===== src/vrt_pkg.sv =====
// ---------------------------------------------------------------------------
// vrt_pkg: shared types and constants for the velocity rescaling thermostat
// Item and result payloads, controller/datapath command and status groups,
// register indexes and the fixed-point constants of the scale factor.
// ---------------------------------------------------------------------------
`timescale 1ns / 1ps
`default_nettype none

package vrt_pkg;

  localparam int TimeW   = 48;
  localparam int EnergyW = 48;
  localparam int VelW    = 32;
  localparam int BetaW   = 24;
  localparam int TempW   = 32;
  localparam int CountW  = 24;
  localparam int CfgW    = 48;

  // Divider produces the 48-bit radicand one bit a step; the root yields
  // one bit for every two radicand bits.
  localparam int DivSteps  = 48;
  localparam int SqrtSteps = 24;
  localparam int StepW     = $clog2(DivSteps);

  localparam logic [BetaW-1:0] BetaOne = 24'h100000;
  localparam logic [BetaW-1:0] BetaMax = 24'hFFFFFF;
  localparam logic [TimeW-1:0] FireIntervalReset = 48'd65536;
  localparam logic [CountW-1:0] ParticleCountReset = 24'd1;

  typedef enum logic [1:0] {
    CFG_ENABLE   = 2'd0,
    CFG_TARGET   = 2'd1,
    CFG_INTERVAL = 2'd2,
    CFG_COUNT    = 2'd3
  } cfg_idx_t;

  typedef enum logic {
    MODE_BEGIN    = 1'b0,
    MODE_VELOCITY = 1'b1
  } mode_t;

  typedef struct packed {
    logic                     mode;
    logic [TimeW-1:0]         sim_time;
    logic [EnergyW-1:0]       kinetic_energy;
    logic signed [VelW-1:0]   velocity_in;
  } item_t;

  typedef struct packed {
    logic signed [VelW-1:0]   velocity_out;
    logic                     fired;
    logic [BetaW-1:0]         scale_factor_out;
  } result_t;

  typedef struct packed {
    logic vel_load;
    logic beg_load;
    logic mul_go;
    logic div_init;
    logic div_step;
    logic sqrt_step;
    logic fin;
    logic sat_fin;
    logic out_vel;
    logic out_beg;
  } cmd_t;

  typedef struct packed {
    logic item_mode;
    logic due;
    logic sat;
    logic out_free;
  } status_t;

endpackage

`default_nettype wire


===== src/vrt_ctrl.sv =====
// ---------------------------------------------------------------------------
// vrt_ctrl: thermostat sequencer
// Accepts items, steers velocity items through the scaling stage and runs
// the multiply, divide and square-root sequence of a firing begin step.
// ---------------------------------------------------------------------------
`timescale 1ns / 1ps
`default_nettype none

module vrt_ctrl (
  input  wire logic              clk,
  input  wire logic              rst,
  input  wire logic              item_valid,
  output logic                   item_stall,
  input  wire vrt_pkg::status_t  status,
  output vrt_pkg::cmd_t          cmd
);

  typedef enum logic [2:0] {
    S_IDLE,
    S_VEL,
    S_MUL,
    S_CHK,
    S_DIV,
    S_SQRT,
    S_FIN,
    S_BOUT
  } state_t;

  localparam logic [vrt_pkg::StepW-1:0] DivLast  = vrt_pkg::StepW'(vrt_pkg::DivSteps - 1);
  localparam logic [vrt_pkg::StepW-1:0] SqrtLast = vrt_pkg::StepW'(vrt_pkg::SqrtSteps - 1);

  state_t                     state, state_next;
  logic [vrt_pkg::StepW-1:0]  cnt, cnt_next;
  logic                       take_ok;
  logic                       acc;

  always_comb begin
    take_ok    = (state == S_IDLE) || ((state == S_VEL) && status.out_free);
    item_stall = !take_ok;
    acc        = item_valid && take_ok;
    cmd        = '0;
    state_next = state;
    cnt_next   = cnt;

    unique case (state)
      S_IDLE: begin
      end
      S_VEL: begin
        if (status.out_free) begin
          cmd.out_vel = 1'b1;
          state_next  = S_IDLE;
        end
      end
      S_MUL: begin
        cmd.mul_go = 1'b1;
        state_next = S_CHK;
      end
      S_CHK: begin
        if (status.sat) begin
          cmd.sat_fin = 1'b1;
          state_next  = S_BOUT;
        end else begin
          cmd.div_init = 1'b1;
          cnt_next     = '0;
          state_next   = S_DIV;
        end
      end
      S_DIV: begin
        cmd.div_step = 1'b1;
        if (cnt == DivLast) begin
          cnt_next   = '0;
          state_next = S_SQRT;
        end else begin
          cnt_next = cnt + 1'b1;
        end
      end
      S_SQRT: begin
        cmd.sqrt_step = 1'b1;
        if (cnt == SqrtLast) begin
          cnt_next   = '0;
          state_next = S_FIN;
        end else begin
          cnt_next = cnt + 1'b1;
        end
      end
      S_FIN: begin
        cmd.fin    = 1'b1;
        state_next = S_BOUT;
      end
      S_BOUT: begin
        if (status.out_free) begin
          cmd.out_beg = 1'b1;
          state_next  = S_IDLE;
        end
      end
      default: state_next = S_IDLE;
    endcase

    if (acc) begin
      if (status.item_mode == vrt_pkg::MODE_VELOCITY) begin
        cmd.vel_load = 1'b1;
        state_next   = S_VEL;
      end else begin
        cmd.beg_load = 1'b1;
        state_next   = status.due ? S_MUL : S_BOUT;
      end
    end
  end

  always_ff @(posedge clk) begin
    if (rst) begin
      state <= S_IDLE;
      cnt   <= '0;
    end else begin
      state <= state_next;
      cnt   <= cnt_next;
    end
  end

endmodule

`default_nettype wire


===== config.mk =====
export PLATFORM = sky130hd
export DESIGN_NAME = vrt_ctrl
export DESIGN_NICKNAME = d
export VERILOG_FILES = /design/src/vrt_pkg.sv /design/src/vrt_ctrl.sv
export SDC_FILE = /design/constraint.sdc
export NUM_CORES = 1
export LEC_CHECK = 0
export BUFFER_PORTS_ARGS = -buffer_cell sky130_fd_sc_hd__buf_2
export CAP_MARGIN = 15
export CORE_AREA = 2 2 39 41
export CTS_CLUSTER_SIZE = 14
export DETAILED_ROUTE_END_ITERATION = 16
export DIE_AREA = 0 0 41 43
export PLACE_DENSITY = 0.75
export SYNTH_ARGS = -nofsm -noshare
export SYNTH_HDL_FRONTEND = slang
export SYNTH_SLANG_ARGS = --single-unit

===== constraint.sdc =====
create_clock -name clk -period 3.4 [get_ports clk]
set_input_delay 0.68 -clock clk [delete_from_list [all_inputs] [get_ports clk]]
set_output_delay 0.68 -clock clk [all_outputs]
set_load 0.02 [all_outputs]

==> results summary <==
The cell type group with the largest total delay on the critical path is flip-flops. The data arrival at the endpoint of the critical path came out at ~1.5 ns. The aggregate global-route resource usage came out at between 20% and 30%. The via count of the first global-routing pass came to slightly below 600. The first-pass GRT wire length is 2.43 mm.

The maximum cell stage delay along the critical path is between 0.6 and 0.7 ns. In this run the tool buffered the top-level ports with 17 buffer cells. The number of distinct library cell variants in the gate-level netlist after synthesis came out at 33.

The clock transition at the registers of the reported paths is roughly 0.070 ns. The flow ran to the end, and the final reports show no timing, DRC or antenna violations. After the flow finishes, the layout carries non-filler instances totaling 123.

The worst setup path is launched from a flop. The height of the chip came out at 43 um. The level count of the clock H-tree came out at 1. The clock net in this run drives a total of 9 sinks.

The final number of max-transition violations came out at 0. The number of core rows came out at 14. For the final database, setup skew stands at 0.0101 ns.

The hold buffer count at CTS is 0. CTS placed an instance of sky130_fd_sc_hd__clkbuf_4 at the clock tree root. At the later pin of the worst-skew pair, clock insertion delay measures roughly 0.26 ns. The number of instances resized during post-cts repair came out at 0. The sequential cell area fraction in the yosys report is roughly 28%. Among all flip-flop cells after synthesis, the most frequent one is sky130_fd_sc_hd__dfxtp_1. The DRC violations left came out at 0. The fraction of final layout cells with drive strength greater than 1 is 20.6%. The initial cell density of the core came out at between 40% and 50%. Dividing the detail-routed via count by the number of cells gives 5.60.

The total leakage power came out at between 0.0003 and 0.0004 uW. The critical path required time came out at 2.72 ns. The synthesized area per cell came out at 7.15 um2. The detailed router put a total of between 600 and 700 um of wire on met1.

The library cell used most frequently in the layout, excluding fill and tap cells, is sky130_fd_sc_hd__buf_2. The number of vias in the routed layout came out at 689. The width of the die is 41 um. The max-slew headroom at the worst pin is 66.3%.

In the synthesized netlist, the number of instances is 90. Summed over all nets, wire length on met3 after detailed routing comes to 63 um. The netlist area before placement came out at 643 um2. Of all nets on the critical path, the largest fanout is 18. The number of nets with antenna violations after routing is 0. The class of the tightest hold or removal check is flop to flop.

The initial antenna violation count came out at 0. The total of max-cap violations is 0. The HPWL after detailed placement came out at approximately 1.2 mm. The final hold violation count came out at 0. The number of primary I/O pins is 18. Setup repair after global routing left no endpoint under its margin. The synthesized design contains 0 enable-type register cells. The average detailed-routed wire length per instance is 12.4 um. The critical path goes through and2_1 > and3_1 > buf_2.

The final-report setup violation count came out at 0. The TritonCTS buffer count came out at 3. The TritonCTS clock tree is done. Subtracting the final worst setup slack from the clock period gives 2.17 ns. The net count after synthesis is 98. The number of setup buffers added after CTS is 0. The flip-flop and latch count after synthesis is 9. Once layout is complete, the utilization of the core stands at ~55%. The uppermost layer routed is met4.

The number of warnings issued by yosys came out at 0. The post-layout net count is around 120. At the end of routability-driven placement, the weighted congestion stood at approximately 0.8. The number of DRC markers after the initial detailed-route iteration is 11.

Leaving out fill and tap cells, the most frequent cells in the layout are sky130_fd_sc_hd__buf_2, sky130_fd_sc_hd__nor2_1, sky130_fd_sc_hd__dfxtp_1. The maximum number of pins on one net before global-route repair is 19. The overall overflow remaining after global route is 0.

The antenna diode instance count is 0. The worst-case clock buffer depth came out at 2. The cell type of the slowest stage on the worst timing path is sky130_fd_sc_hd__dfxtp_1. The wire length on met2 came out at approximately 770 um.

The measured slew at the worst slew-check pin is between 0.5 and 0.6 ns. The maximum frequency from static timing analysis is about 460 MHz. VDD sags by at most about 0.00033 V. In the finished design, the share of the clock period the worst path needs comes to between 60% and 70%.

The power per standard cell area is 520 nW/um2. By startpoint and endpoint, the worst setup path is classified as flop to primary output. The summed negative setup slack over all endpoints came out at 0 ns. The wire length reported by the detailed router came out at 1.52 mm. The length of the first detailed-routing pass in iterations came out at 4. The number of placed instances, taps included is approximately 120. The area of the die is between 1500 and 2000 um2. STA classifies the critical path endpoint as a primary output. The combined buffer and inverter count along the critical path is 1. From synthesis to final layout, the design area changed by 17.5%. The share of synthesized flip-flops with an asynchronous set or reset is 0%. The floorplan step defined a core boundary enclosing around 1400 um2.
-- per-layer routing --
| metal | vias up | global-route usage [%] |
|---|---|---|
| li1 | 363 | - |
| met1 | 314 | 25.2 |
| met2 | 10 | 31.6 |
| met3 | 2 | 6.28 |
| met4 | 0 | 8.00 |
| met5 | - | 0 |
-- layout make-up --
cell class	count	area, um2
multi-input cells	74	433
well taps	16	20.0
clock buffers	4	26.3
flip-flops and latches	9	180
inverters	3	11.3
fillers	145	628
repair buffers	17	85.1
-- flip-flops by register name, summed over array words and instances, names as in the netlist --
name / cells
state: 3
cnt: 6
-- synth_stat cells (2+ instances only) --
| cell type | number | area share, % |
|---|---|---|
| sky130_fd_sc_hd__nand3_1 | 3 | 2.3 |
| sky130_fd_sc_hd__dfxtp_1 | 9 | 28 |
| sky130_fd_sc_hd__a22oi_1 | 2 | 2.3 |
| sky130_fd_sc_hd__nand2b_1 | 3 | 2.9 |
| sky130_fd_sc_hd__nor3_1 | 7 | 5.4 |
| sky130_fd_sc_hd__and3_1 | 3 | 2.9 |
| sky130_fd_sc_hd__a21oi_1 | 8 | 6.2 |
| sky130_fd_sc_hd__a221o_1 | 2 | 3.1 |
| sky130_fd_sc_hd__nand4bb_1 | 2 | 3.5 |
| sky130_fd_sc_hd__nor2_1 | 11 | 6.4 |
| sky130_fd_sc_hd__buf_2 | 3 | 2.3 |
| sky130_fd_sc_hd__inv_1 | 3 | 1.8 |
| sky130_fd_sc_hd__nand2_1 | 8 | 4.7 |
| sky130_fd_sc_hd__o21ai_0 | 5 | 3.9 |
| sky130_fd_sc_hd__and2_1 | 2 | 1.9 |
| sky130_fd_sc_hd__nor2b_1 | 2 | 1.9 |
-- kinds of logic after synthesis --
logic type	share of synthesized area, %
AOI/OAI and AO/OA	23.5
xor gates and xnor gates	1.36
adders and majority gates	1.95
buffers and inverters	4.67
and+or+nand+nor	40.5
DFF	28.0
-- final timing paths --
kind | end | cells after the start | slack, ns | from
worst min register to register | cnt[5]$_SDFFE_PP0P_ | 2 | 0.51 | cnt[5]$_SDFFE_PP0P_
worst min-delay path | cnt[5]$_SDFFE_PP0P_ | 2 | 0.51 | cnt[5]$_SDFFE_PP0P_
worst max-delay path | cmd[0] | 3 | 1.23 | state[0]$_SDFFE_PP0P_
worst max register to register | state[0]$_SDFFE_PP0P_ | 5 | 1.58 | state[0]$_SDFFE_PP0P_
-- stage by stage --
stage | total power [uW] | instance area [um2] | hold WS (ns) | setup slack, ns
6_report | 393 | 756 | 0.514 | 1.23
5_1_grt | 424 | 756 | 0.530 | 1.15
3_3_place_gp | 305 | 729 | 0.489 | 1.36
4_1_cts | 397 | 756 | 0.517 | 1.23
2_1_floorplan | 268 | 643 | 0.471 | 1.48
3_5_place_dp | 311 | 729 | 0.507 | 1.33
-- report_power, final --
group,total [uW],switching [uW],internal (uW)
sequential,150,33.1,117
combinational,159,90.4,68.7
clock,84.1,38.9,45.2
total,393,162,231
-- worst reg2reg max path, stage by stage (launching register included) --
cell	delay, ns
sky130_fd_sc_hd__dfxtp_1	0.63
sky130_fd_sc_hd__nor2b_1	0.27
sky130_fd_sc_hd__a21boi_0	0.11
sky130_fd_sc_hd__a211oi_1	0.44
sky130_fd_sc_hd__a221o_1	0.20
sky130_fd_sc_hd__a21oi_1	0.06
No activity file was read; power rests on OpenSTA's default activity.
